==> src/design/file_directory_allocator_assert.svh <==
// Assertion macros for the directory allocator.
`ifndef FILE_DIRECTORY_ALLOCATOR_ASSERT_SVH
`define FILE_DIRECTORY_ALLOCATOR_ASSERT_SVH
`ifndef SYNTH
`define FDA_ASSERT(label, clk, rst, prop, msg) \
  label: assert property (@(posedge clk) disable iff (rst) prop) else $error(msg);
`define FDA_ASSERT_NR(label, clk, prop, msg) \
  label: assert property (@(posedge clk) prop) else $error(msg);
`else
`define FDA_ASSERT(label, clk, rst, prop, msg)
`define FDA_ASSERT_NR(label, clk, prop, msg)
`endif
`endif

==> src/design/fda_pkg.sv <==
//------------------------------------------------------------------------------
// fda_pkg
// Shared codes and types for the directory allocator.
//------------------------------------------------------------------------------
`default_nettype none
package fda_pkg;
  localparam logic [2:0] CMD_APPEND = 3'd0;
  localparam logic [2:0] CMD_CREATE = 3'd1;
  localparam logic [2:0] CMD_DELETE = 3'd2;
  localparam logic [2:0] CMD_LOOKUP = 3'd3;
  localparam logic [2:0] CMD_FORMAT = 3'd4;

  localparam logic [1:0] ST_DONE     = 2'd0;
  localparam logic [1:0] ST_EXISTS   = 2'd1;
  localparam logic [1:0] ST_FULL     = 2'd2;
  localparam logic [1:0] ST_NOTFOUND = 2'd3;

  // slot index width, wide enough for the largest slot count
  localparam int SLOT_IDX_W = 10;

  // operation applied by the cells when a sweep ends
  typedef enum logic [1:0] {
    OP_SCAN,
    OP_WRITE,
    OP_FREE,
    OP_CLEAR
  } cell_op_t;

  // control broadcast to the row
  typedef struct packed {
    logic                  go;
    cell_op_t              op;
    logic [SLOT_IDX_W-1:0] target;
  } cell_ctl_t;

  // sweep token handed from cell to cell
  typedef struct packed {
    logic                  valid;
    logic                  hit;
    logic [SLOT_IDX_W-1:0] hit_idx;
    logic                  free;
    logic [SLOT_IDX_W-1:0] free_idx;
  } slot_tok_t;
endpackage
`default_nettype wire

==> src/design/fda_cell.sv <==
//------------------------------------------------------------------------------
// fda_cell
// One directory slot: used mark and stored name. Registers the sweep token
// from its left neighbor each cycle, adds its own match and free state, and
// hands it to the right.
//------------------------------------------------------------------------------
`default_nettype none
module fda_cell
  import fda_pkg::*;
#(
  parameter int NameChars = 31,
  parameter int SlotId    = 0
) (
  input  wire logic                   clk,
  input  wire logic                   rst,
  input  wire cell_ctl_t              ctl,
  input  wire logic [NameChars*8-1:0] name,
  input  wire slot_tok_t              tok_in,
  output slot_tok_t                   tok_out
);
  logic                   used;
  logic [NameChars*8-1:0] stored;
  logic                   match;
  logic                   sel;

  assign match = used && (stored == name);
  assign sel   = (ctl.target == SLOT_IDX_W'(SlotId));

  always_ff @(posedge clk) begin
    if (rst) begin
      used    <= 1'b0;
      stored  <= '0;
      tok_out <= '0;
    end else begin
      // keep the first hit and the first free slot seen so far
      tok_out.valid    <= tok_in.valid;
      tok_out.hit      <= tok_in.hit || match;
      tok_out.hit_idx  <= tok_in.hit ? tok_in.hit_idx : SLOT_IDX_W'(SlotId);
      tok_out.free     <= tok_in.free || !used;
      tok_out.free_idx <= tok_in.free ? tok_in.free_idx : SLOT_IDX_W'(SlotId);
      if (ctl.go) begin
        case (ctl.op)
          OP_WRITE: if (sel) begin
            used   <= 1'b1;
            stored <= name;
          end
          OP_FREE: if (sel) begin
            used   <= 1'b0;
            stored <= '0;
          end
          OP_CLEAR: begin
            used   <= 1'b0;
            stored <= '0;
          end
          default: ;
        endcase
      end
    end
  end
endmodule
`default_nettype wire
==> config.mk <==
export PLATFORM = sky130hd
export DESIGN_NAME = fda_cell
export DESIGN_NICKNAME = d
export VERILOG_FILES = /design/src/design/file_directory_allocator_assert.svh /design/src/design/fda_pkg.sv /design/src/design/fda_cell.sv
export SDC_FILE = /design/constraint.sdc
export NUM_CORES = 1
export LEC_CHECK = 0
export CORE_AREA = 10 10 179 181
export DETAILED_ROUTE_END_ITERATION = 6
export DIE_AREA = 0 0 189 191
export DONT_BUFFER_PORTS = 1
export SLEW_MARGIN = 20
export SYNTH_ARGS = -nofsm -noshare
export SYNTH_HDL_FRONTEND = slang
export SYNTH_SLANG_ARGS = --single-unit
==> constraint.sdc <==
create_clock -name clk -period 2.29 [get_ports clk]
set_input_delay 0.229 -clock clk [delete_from_list [all_inputs] [get_ports clk]]
set_output_delay 0.229 -clock clk [all_outputs]
set_load 0.005 [all_outputs]
==> flow_summary_export.csv, run 1 <==
group,metric,value,unit
outcome,status,"complete, no violations",
global_route,grtUsageMet1,28.6,%
clock_tree,tritoncts,"yes",
yosys,syn_area,0.0113,mm2
placement,gp_congestion,0.838,
global_route,grt_usage,24.3,%
clock_tree,cts_root_buffer,"clkbuf_16",
placement,detailed_place.area,0.0119,mm2
finish,final_nets,1639,
floorplan,core,0.0285,mm2
yosys,yosysWarningCount,0,
floorplan,io_pins,309,
clock_tree,clockBufferDepth,3,
yosys,syn_inst,1072,
placement,dp_cells,1433,
yosys,ys_types,29,
drt,num_vias,10046,
placement,hpwl,29300,um
global_route,grt_pass1_vias,10521,
setup_path,ff2ff_path_depth,6,
floorplan,die_y,191,um
hold_path,hold_class,"in2reg",
yosys,syn_avg_cell_area,10.5,um2
placement,io_buffers,0,
timing,fmax,460,MHz
hold_path,worstHoldPathCells,4,
setup_path,crit_type,"reg2reg",
global_route,overflow,0,
floorplan,start_util,39.6,%
floorplan,die_w,189,um
pwr,p_total,11.1,mW
global_route,grt_max_degree,53,
floorplan,fp-row-count,62,
timing,finalSetupViolations,0,
clock_tree,cts-htree-levels,1,
finish,fillers,2392,
setup_path,cp_max_fo,2,
drt,drc_errors,0,
drt,drt_iter0_drc,791,
global_route,top_usage_layer,"met2",
pwr,ir_drop,0.546,mV
timing,tightest_slew,0.660,ns
yosys,ys_seq_elements,272,
timing,whs,0.0267,ns
timing,slew_violations,0,
global_route,antenna_found_initial,1,
drt,antenna_left,0,
finish,final_cell_mix,"dlygate4sd3_1, dfxtp_1, a22o_1",
drt,wl_per_cell,26.1,um
floorplan,dieArea,0.0361,mm2
global_route,grtUsageMet3,8.95,%
pwr,power.density,702,mW/mm2
global_route,grt_pass1_wl,67200,um
yosys,synth_nets,1358,
finish,area_growth,40.0,%
setup_path,crit_arrival,2.65,ns
run,maxCapViolCount,0,
placement,place_ws,-0.207,ns
setup_path,worstSetupEndpointType,"flip-flop",
timing,clock_skew,0.00596,ns
drt,first_pass_iters,7,
timing,period_minus_slack,2.17,ns
timing,slew_headroom,55.9,%
clock_tree,clk_pin_slew,0.06,ns
global_route,grt_util_met2,40.5,%
finish,diodes,0,
finish,final_cell_count_no_fill,1759,
setup_path,start_kind,"flip-flop",
clock_tree,clock-sinks,272,
yosys,seq_area_frac_synth,48.2,%
timing,fin_crit_sh,94.9,%
drt,finalWirelength,45800,um
clock_tree,cts_setup_buffers,0,
timing,finalHoldViolCount,0,
clock_tree,cts-buffers-inserted,31,
clock_tree,worstSkewPairLatency,0.56,ns
pwr,p_leak,6.22,nW
timing,setup_ws,0.118,ns
finish,drive_gt1_share,7.42,%
finish,final_common_cell,"dlygate4sd3_1",
drt,vias_per_cell,5.71,
setup_path,crit_required,2.76,ns
finish,stdcell_area,0.0158,mm2
[layout make-up]
type | count | area, um2 | share of cell area [%]
clock buffers | 40 | 850 | 5.38
clock inverters | 15 | 178 | 1.12
inverters | 80 | 300 | 1.90
multi-input cells | 664 | 5440 | 34.4
flip-flops and latches | 272 | 5450 | 34.5
well taps | 384 | 480 | 3.04
repair buffers | 304 | 3100 | 19.6
[power by group]
part / total (mW) / internal, mW / switching (mW)
Sequential: 4.92 / 4.84 / 0.0755
Clock: 5.08 / 3.04 / 2.04
Combinational: 1.08 / 0.612 / 0.472
Total: 11.1 / 8.49 / 2.59
[cells in the mapped netlist]
cell type	count	area share [%]
a2111o_1	20	2.0
a2111oi_0	11	0.85
a21o_1	1	0.067
a21oi_1	2	0.089
a221o_1	1	0.089
a222oi_1	1	0.089
a22o_1	253	20
and2_1	20	1.1
buf_2	22	0.98
buf_4	2	0.13
clkbuf_1	32	1.1
dfxtp_1	272	48
inv_1	80	2.7
maj3_1	1	0.089
nand2_1	2	0.067
nand2b_1	28	1.6
nand4_1	26	1.4
nor2_1	1	0.033
nor2b_1	72	4.0
nor3_1	3	0.13
nor3_2	1	0.089
nor4_1	34	1.9
o2111ai_1	9	0.70
o22ai_1	33	1.8
o2bb2ai_1	3	0.23
o31ai_1	1	0.067
or4_1	5	0.33
xnor2_1	58	4.5
xor2_1	78	6.1
[sequential cells by signal, summed over array words and instances, names as in the netlist]
| register | cells |
|---|---|
| used | 1 |
| stored | 248 |
| tok_out | 23 |
[worst max-delay path: stages (launching register included)]
cell and delay [ns]:
dfxtp_1 0.32, xnor2_1 0.23, nand4_1 0.28, nor4_1 0.39, nand4_1 0.16, or4_1 0.53
o31ai_1 0.19
[timing repair]
item,4_1_cts,5_1_grt
pin swaps,4,14
resized for setup,5,25
setup endpoints to repair,1,1
hold endpoints to repair,270,0
hold buffers,271,0
[layer usage]
layer,wire (um),vias to the layer above
li1,-,4543
met1,17400,4855
met2,21600,549
met3,5280,97
met4,1500,2
met5,13,-
[stage by stage]
step | utilization [%] | TNS [ns]
after floorplan | - | 0
after global placement | 41.9 | -0.257
after detailed placement | 41.9 | -0.207
after CTS | 55.1 | 0
after global routing | 55.5 | -0.00478
final | 55.5 | 0
[logic make-up (layout without fill, tap and decap cells)]
logic type                 after synthesis  count (layout)  synth area share, %
buffers and inverters                  136             439                 4.83
AOI/OAI and AO/OA                      335             335                 25.6
and+or+nand+nor                        192             192                 10.6
DFF                                    272             272                 48.2
xor gates and xnor gates               136             136                 10.6
adders and majority gates                1               1               0.0887
[final timing paths]
path | to | from | slack [ns]
min reg2reg | stored[79] | stored[79] | 0.48
max reg2reg | tok_out[21] | stored[200] | 0.12
min | tok_out[21] | name[243] | 0.03
max | tok_out[21] | stored[200] | 0.12
(Power assumes the default switching activity.)
==> inputs of run 2 (changes only) <==
--- a/config.mk
+++ b/config.mk
@@ -5,9 +5,10 @@
 export SDC_FILE = /design/constraint.sdc
 export NUM_CORES = 1
 export LEC_CHECK = 0
-export CORE_AREA = 10 10 179 181
+export CAP_MARGIN = 25
+export CORE_AREA = 10 10 162 164
 export DETAILED_ROUTE_END_ITERATION = 6
-export DIE_AREA = 0 0 189 191
+export DIE_AREA = 0 0 172 174
 export DONT_BUFFER_PORTS = 1
 export SLEW_MARGIN = 20
 export SYNTH_ARGS = -nofsm -noshare
==> run 2 against run 1 <==
  * Clock skew increased by 0.00075 ns
  * Combinational power about the same
  * Register-to-register slack got worse by 0.05 ns
  * First-iteration DRC count increased by 15%
  * Sequential share of layout area increased by 0.074 points
  * Final cell count decreased by 4.9%
  * Critical endpoint unchanged
  * Non-clock buffer count increased by 7
  * Sequential power about the same
  * Setup slack got worse by 0.049 ns
  * Count of clock-buffer cells in the layout increased by 1
  * Worst hold slack improved by 0.0028 ns
  * Highest routed layer is now met4
  * Largest cell class unchanged
==> flow_summary_export.csv, run 2 (same netlist as run 1, synthesis figures left out) <==
group,metric,value,unit
drt,wl_per_cell,25.7,um
floorplan,die_y,174,um
floorplan,core,0.0231,mm2
setup_path,start_kind,"flip-flop",
placement,dp_cells,1346,
global_route,antenna_found_initial,0,
placement,hpwl,27900,um
clock_tree,tritoncts,"yes",
timing,fmax,450,MHz
timing,clock_skew,0.00672,ns
finish,fillers,1653,
finish,area_growth,39.7,%
clock_tree,clk_pin_slew,0.07,ns
setup_path,crit_type,"reg2reg",
floorplan,start_util,48.8,%
setup_path,r2r_start,"stored[225]",
setup_path,crit_required,2.76,ns
global_route,grt_max_degree,58,
timing,finalHoldViolCount,0,
run,maxCapViolCount,0,
pwr,clkPwrFrac,47.6,%
timing,tightest_slew,0.616,ns
drt,drt_iter0_drc,907,
floorplan,die_w,172,um
global_route,grt_pass1_wl,63400,um
placement,detailed_place.area,0.0119,mm2
clock_tree,clock-sinks,272,
finish,final_common_cell,"dlygate4sd3_1",
floorplan,fp-row-count,56,
outcome,status,"complete, no violations",
pwr,power_switching,2.58,mW
drt,vias_per_cell,6.00,
timing,timing.setup.tns,0,ns
pwr,ir_drop,0.639,mV
setup_path,ff2ff_path_depth,7,
global_route,overflow,0,
finish,diodes,0,
hold_path,worstHoldPathCells,2,
setup_path,cp_max_fo,3,
clock_tree,clockBufferDepth,3,
timing,slew_headroom,58.9,%
placement,io_buffers,0,
finish,largest_register_ffs,248,
placement,place_ws,-0.199,ns
floorplan,io_pins,309,
timing,slew_violations,0,
clock_tree,cts_setup_buffers,0,
setup_path,startpoint,"stored[225]",
finish,multi_input_area,0.00538,mm2
timing,finalSetupViolations,0,
hold_path,hp-start,"rst",
finish,drive_gt1_share,7.67,%
clock_tree,cts-buffers-inserted,30,
floorplan,dieArea,0.0299,mm2
pwr,swShare,22.6,%
clock_tree,cts_root_buffer,"clkbuf_16",
placement,gp_congestion,0.856,
drt,drc_errors,0,
timing,period_minus_slack,2.22,ns
finish,seq_area,0.00545,mm2
pwr,seqPwrFrac,43.1,%
pwr,power.density,723,mW/mm2
finish,top_regs,"stored (248), tok_out (23), used (1)",
finish,top_register,"stored",
drt,finalWirelength,42900,um
setup_path,crit_arrival,2.69,ns
setup_path,worstSetupEndpointType,"flip-flop",
pwr,combPwrFrac,9.3,%
finish,final_cell_mix,"dlygate4sd3_1, dfxtp_1, a22o_1",
drt,antenna_left,0,
global_route,grt_usage,27.4,%
drt,first_pass_iters,5,
finish,final_cell_count_no_fill,1672,
clock_tree,cts-htree-levels,1,
global_route,grt_pass1_vias,10324,
timing,whs,0.0295,ns
finish,stdcell_area,0.0158,mm2
finish,final_nets,1645,
timing,fin_crit_sh,97.0,%
pwr,intPower,8.81,mW
hold_path,hold_class,"in2reg",
drt,num_vias,10025,
clock_tree,worstSkewPairLatency,0.55,ns
pwr,p_leak,6.28,nW
timing,setup_ws,0.0692,ns
run 2: cell types whose count changed in the layout (fill, tap and decap cells not counted), sizes merged:
cell      change
buf           +7
bufinv        +2
clkbuf        +1
clkinv        -6
clkinvlp      +1
inv           +2
run 2: cell type report:
type | count | share of cell area, %
multi-input combinational | 664 | 34.2
clock buffer | 41 | 5.60
tap | 290 | 2.30
clock inverter | 14 | 1.48
timing repair buffer | 311 | 20.0
inverter | 80 | 1.91
sequential | 272 | 34.6
run 2: final timing paths:
path / slack (ns) / end
setup / recovery: 0.07 / tok_out[21]
hold / removal: 0.03 / tok_out[15]
hold reg to reg: 0.47 / tok_out[10]
setup reg to reg: 0.07 / tok_out[21]
run 2: metrics by stage:
stage,power [mW],util [%]
detailed placement,5.62,51.3
floorplan,5.43,-
global placement,5.62,51.3
CTS,11.4,67.9
finish,11.4,68.2
global route,11.7,68.2
run 2: critical path: stages (launching register included):
cell and delay, ns:
dfxtp_1 0.33, nor2b_1 0.14, a2111o_1 0.40, a2111oi_1 0.37
buf_4 0.18, nand4_1 0.06, or4_1 0.41, o31ai_1 0.23
run 2: routing by layer:
layer / GRT usage, % / up-vias / wire length, um
li1: - / 4549 / -
met1: 34.2 / 4847 / 16900
met2: 43.7 / 520 / 19800
met3: 8.11 / 109 / 4730
met4: 9.74 / 0 / 1520
met5: 0 / - / 0
run 2: power by group through the flow:
stage                     clock network [mW]  registers (mW)  logic, mW
after global placement                     0            5.01      0.606
after global routing                    5.67            4.92       1.12
after CTS                               5.46            4.91       1.03
final                                   5.42            4.91       1.06
after floorplan                            0            5.00      0.437
after detailed placement                   0            5.01      0.606
run 2: timing repair:
item,CTS,global route
endpoints found under the setup margin,1,1
endpoints found under the hold margin,270,0
resized for setup,4,16
pin swaps,2,7
hold buffers,271,0
==> inputs of run 3 (changes only) <==
--- a/config.mk
+++ b/config.mk
@@ -5,11 +5,14 @@
 export SDC_FILE = /design/constraint.sdc
 export NUM_CORES = 1
 export LEC_CHECK = 0
+export ABC_AREA = 1
 export CAP_MARGIN = 25
-export CORE_AREA = 10 10 162 164
+export CORE_AREA = 10 10 181 183
 export DETAILED_ROUTE_END_ITERATION = 6
-export DIE_AREA = 0 0 172 174
+export DIE_AREA = 0 0 191 193
 export DONT_BUFFER_PORTS = 1
+export PLACE_DENSITY = 0.62
+export SKIP_CTS_REPAIR_TIMING = 1
 export SLEW_MARGIN = 20
 export SYNTH_ARGS = -nofsm -noshare
 export SYNTH_HDL_FRONTEND = slang
==> run 3 against run 2 <==
  * Combinational power grew 22%
  * Non-clock buffer count decreased by 30
  * Synthesized cell count is 98% higher
  * First-iteration DRC count is 39% higher
  * Final cell count is 65% higher
  * Global-route usage down 4.1 points
  * Synthesized area grew 28%
  * Sequential power about the same
  * Total power fell by 0.67%
  * Via count rose by 42%
  * Setup slack improved by 0.53 ns
  * Critical endpoint unchanged
  * Highest routed layer unchanged
==> flow_summary_export.csv, run 3 <==
group,metric,value,unit
setup_path,cp_top_family,"simple AND/OR/NAND/NOR gates",
timing,setup_ws,0.595,ns
clock_tree,cts-buffers-inserted,31,
finish,largest_register_ffs,248,
global_route,grt_pass1_vias,11679,
clock_tree,cts-htree-levels,1,
yosys,syn_inst,2119,
pwr,p_leak,8.12,nW
finish,area_growth,26.2,%
yosys,synth-main-ff-cell,"dfxtp_1",
pwr,seqPwrFrac,43.2,%
floorplan,dieArea,0.0369,mm2
setup_path,crit_required,2.79,ns
drt,wl_per_cell,18.6,um
pwr,ir_drop,0.575,mV
global_route,grt_pass1_wl,66500,um
setup_path,cpMostUsedCell,"nand2_1",
timing,rsz0062_at_grt,"no",
pwr,combPwrFrac,11.4,%
finish,fillers,2588,
clock_tree,cts_root_buffer,"clkbuf_16",
run,maxCapViolCount,0,
yosys,synth_edf_count,0,
setup_path,critPathMaxStageDelay,0.35,ns
timing,slew_violations,0,
finish,seq_area,0.00545,mm2
finish,multi_input_area,0.00681,mm2
drt,drc_errors,0,
clock_tree,clk_pin_slew,0.06,ns
timing,clock_skew,0.0203,ns
hold_path,hold_class,"in2reg",
finish,fin_util,62.2,%
global_route,grt_max_degree,126,
yosys,synth_nets,2405,
finish,top_regs,"stored (248), tok_out (23), used (1)",
global_route,overflow,0,
setup_path,cp_num_buf_inv,1,
drt,first_pass_iters,5,
setup_path,cp_max_fo,3,
yosys,ys_seq_elements,272,
yosys,synth_area_leader_cell,"dfxtp_1",
setup_path,crit_chain,"inv_1 > nand2_1 > nand2_1 > nor2_1 > nand2_1 > nor2_1 > nand2_1 > nor2_1 > nand2_1 > nor2_1 > nand2_1 > nand2_1",
finish,final_common_cell,"nand2_1",
clock_tree,tritoncts,"yes",
setup_path,crit_type,"reg2reg",
timing,finalHoldViolCount,0,
yosys,syn_area,0.0144,mm2
timing,whs,0.0523,ns
finish,drive_gt1_share,11.1,%
yosys,yosysWarningCount,0,
global_route,grt_usage,23.3,%
pwr,power_switching,2.81,mW
timing,finalSetupViolations,0,
yosys,yosys.cell_count.top_type,"nand2_1",
placement,io_buffers,0,
setup_path,start_kind,"flip-flop",
drt,finalWirelength,51400,um
yosys,synth_area_leaders,"dfxtp_1, nand2_1, o21ai_2",
finish,final_nets,2636,
pwr,power.density,622,mW/mm2
setup_path,cp.depth,12,
global_route,antenna_found_initial,4,
yosys,async_reset_ff_share,0,%
placement,gp_congestion,0.851,
floorplan,die_y,193,um
placement,place_ws,0.502,ns
timing,timing.setup.tns,0,ns
yosys,yosysTopAreaCellShare,37.8,%
clock_tree,clockBufferDepth,3,
setup_path,ff2ff_path_depth,12,
yosys,ys_types,21,
timing,fmax,590,MHz
setup_path,crit_arrival,2.19,ns
drt,vias_per_cell,5.15,
placement,hpwl,34800,um
pwr,intPower,8.51,mW
floorplan,fp-row-count,63,
outcome,status,"complete, no violations",
yosys,synthTopCellsByCount,"nand2_1, inv_1, dfxtp_1",
yosys,seq_area_frac_synth,37.8,%
drt,num_vias,14244,
finish,top_register,"stored",
timing,tightest_slew,0.956,ns
pwr,clkPwrFrac,45.4,%
finish,final_cell_mix,"nand2_1, inv_1, dfxtp_1",
floorplan,start_util,49.3,%
clock_tree,worstSkewPairLatency,0.56,ns
hold_path,worstHoldPathCells,3,
timing,slew_headroom,36.3,%
yosys,syn_avg_cell_area,6.80,um2
floorplan,die_w,191,um
drt,antenna_left,0,
floorplan,core,0.0292,mm2
drt,drt_iter0_drc,1259,
timing,fin_crit_sh,74.0,%
pwr,p_total,11.3,mW
timing,period_minus_slack,1.70,ns
setup_path,worstSetupEndpointType,"flip-flop",
floorplan,io_pins,309,
setup_path,critPathSlowestCell,"dfxtp_1",
pwr,swShare,24.8,%
clock_tree,clock-sinks,272,
-- run 3: path summary, 6_finish.rpt --
| kind | slack [ns] | endpoint | from |
|---|---|---|---|
| worst max-delay path | 0.59 | tok_out[21] | stored[102] |
| worst min-delay path | 0.05 | stored[233] | rst |
| worst max register to register | 0.59 | tok_out[21] | stored[102] |
| worst min register to register | 0.46 | tok_out[10] | used |
-- run 3: final cells by class --
type,instances,area share (%)
antenna,6,0.0825
clock buffer,47,5.15
clock inverter,7,0.605
inverter,405,8.40
multi-input combinational,1359,37.4
sequential,272,29.9
tap,390,2.68
timing repair buffer,281,15.7
-- run 3: kinds of logic after synthesis --
kind of cell    count (synthesis)  share of synthesized area, %
compound gates                353                          17.5
xor+xnor                       31                          1.88
buf+inv                       488                          15.1
flops                         272                          37.8
simple gates                  975                          27.7
-- run 3: power groups by stage --
stage / clock (mW) / sequential, mW / combinational, mW
2_1_floorplan: 0 / 4.98 / 0.670
3_3_place_gp: 0 / 4.99 / 0.833
3_5_place_dp: 0 / 4.99 / 0.849
4_1_cts: 5.18 / 4.89 / 0.852
5_1_grt: 5.36 / 4.90 / 1.41
6_report: 5.14 / 4.89 / 1.29
-- run 3: worst reg2reg max path: cells and delay by family (launching register included) --
| kind | cells | cell delay, ns |
|---|---|---|
| buffers and inverters | 1 | 0.05 |
| and+or+nand+nor | 11 | 1.25 |
| DFF | 1 | 0.35 |
-- run 3: layer usage --
layer / GRT usage, % / up-vias / wire length [um]
met1: 29.0 / 6601 / 21700
met3: 8.22 / 109 / 3990
met2: 37.1 / 503 / 24000
met4: 7.54 / 0 / 1630
met5: 0 / - / 0
li1: - / 7031 / -
-- run 3: per-stage QoR --
| stage | cell area (um2) | instances |
|---|---|---|
| 2_1_floorplan | 14400 | 2119 |
| 3_3_place_gp | 14400 | 2437 |
| 3_5_place_dp | 14400 | 2437 |
| 4_1_cts | 15500 | 2491 |
| 5_1_grt | 18200 | 2762 |
| 6_report | 18200 | 2767 |
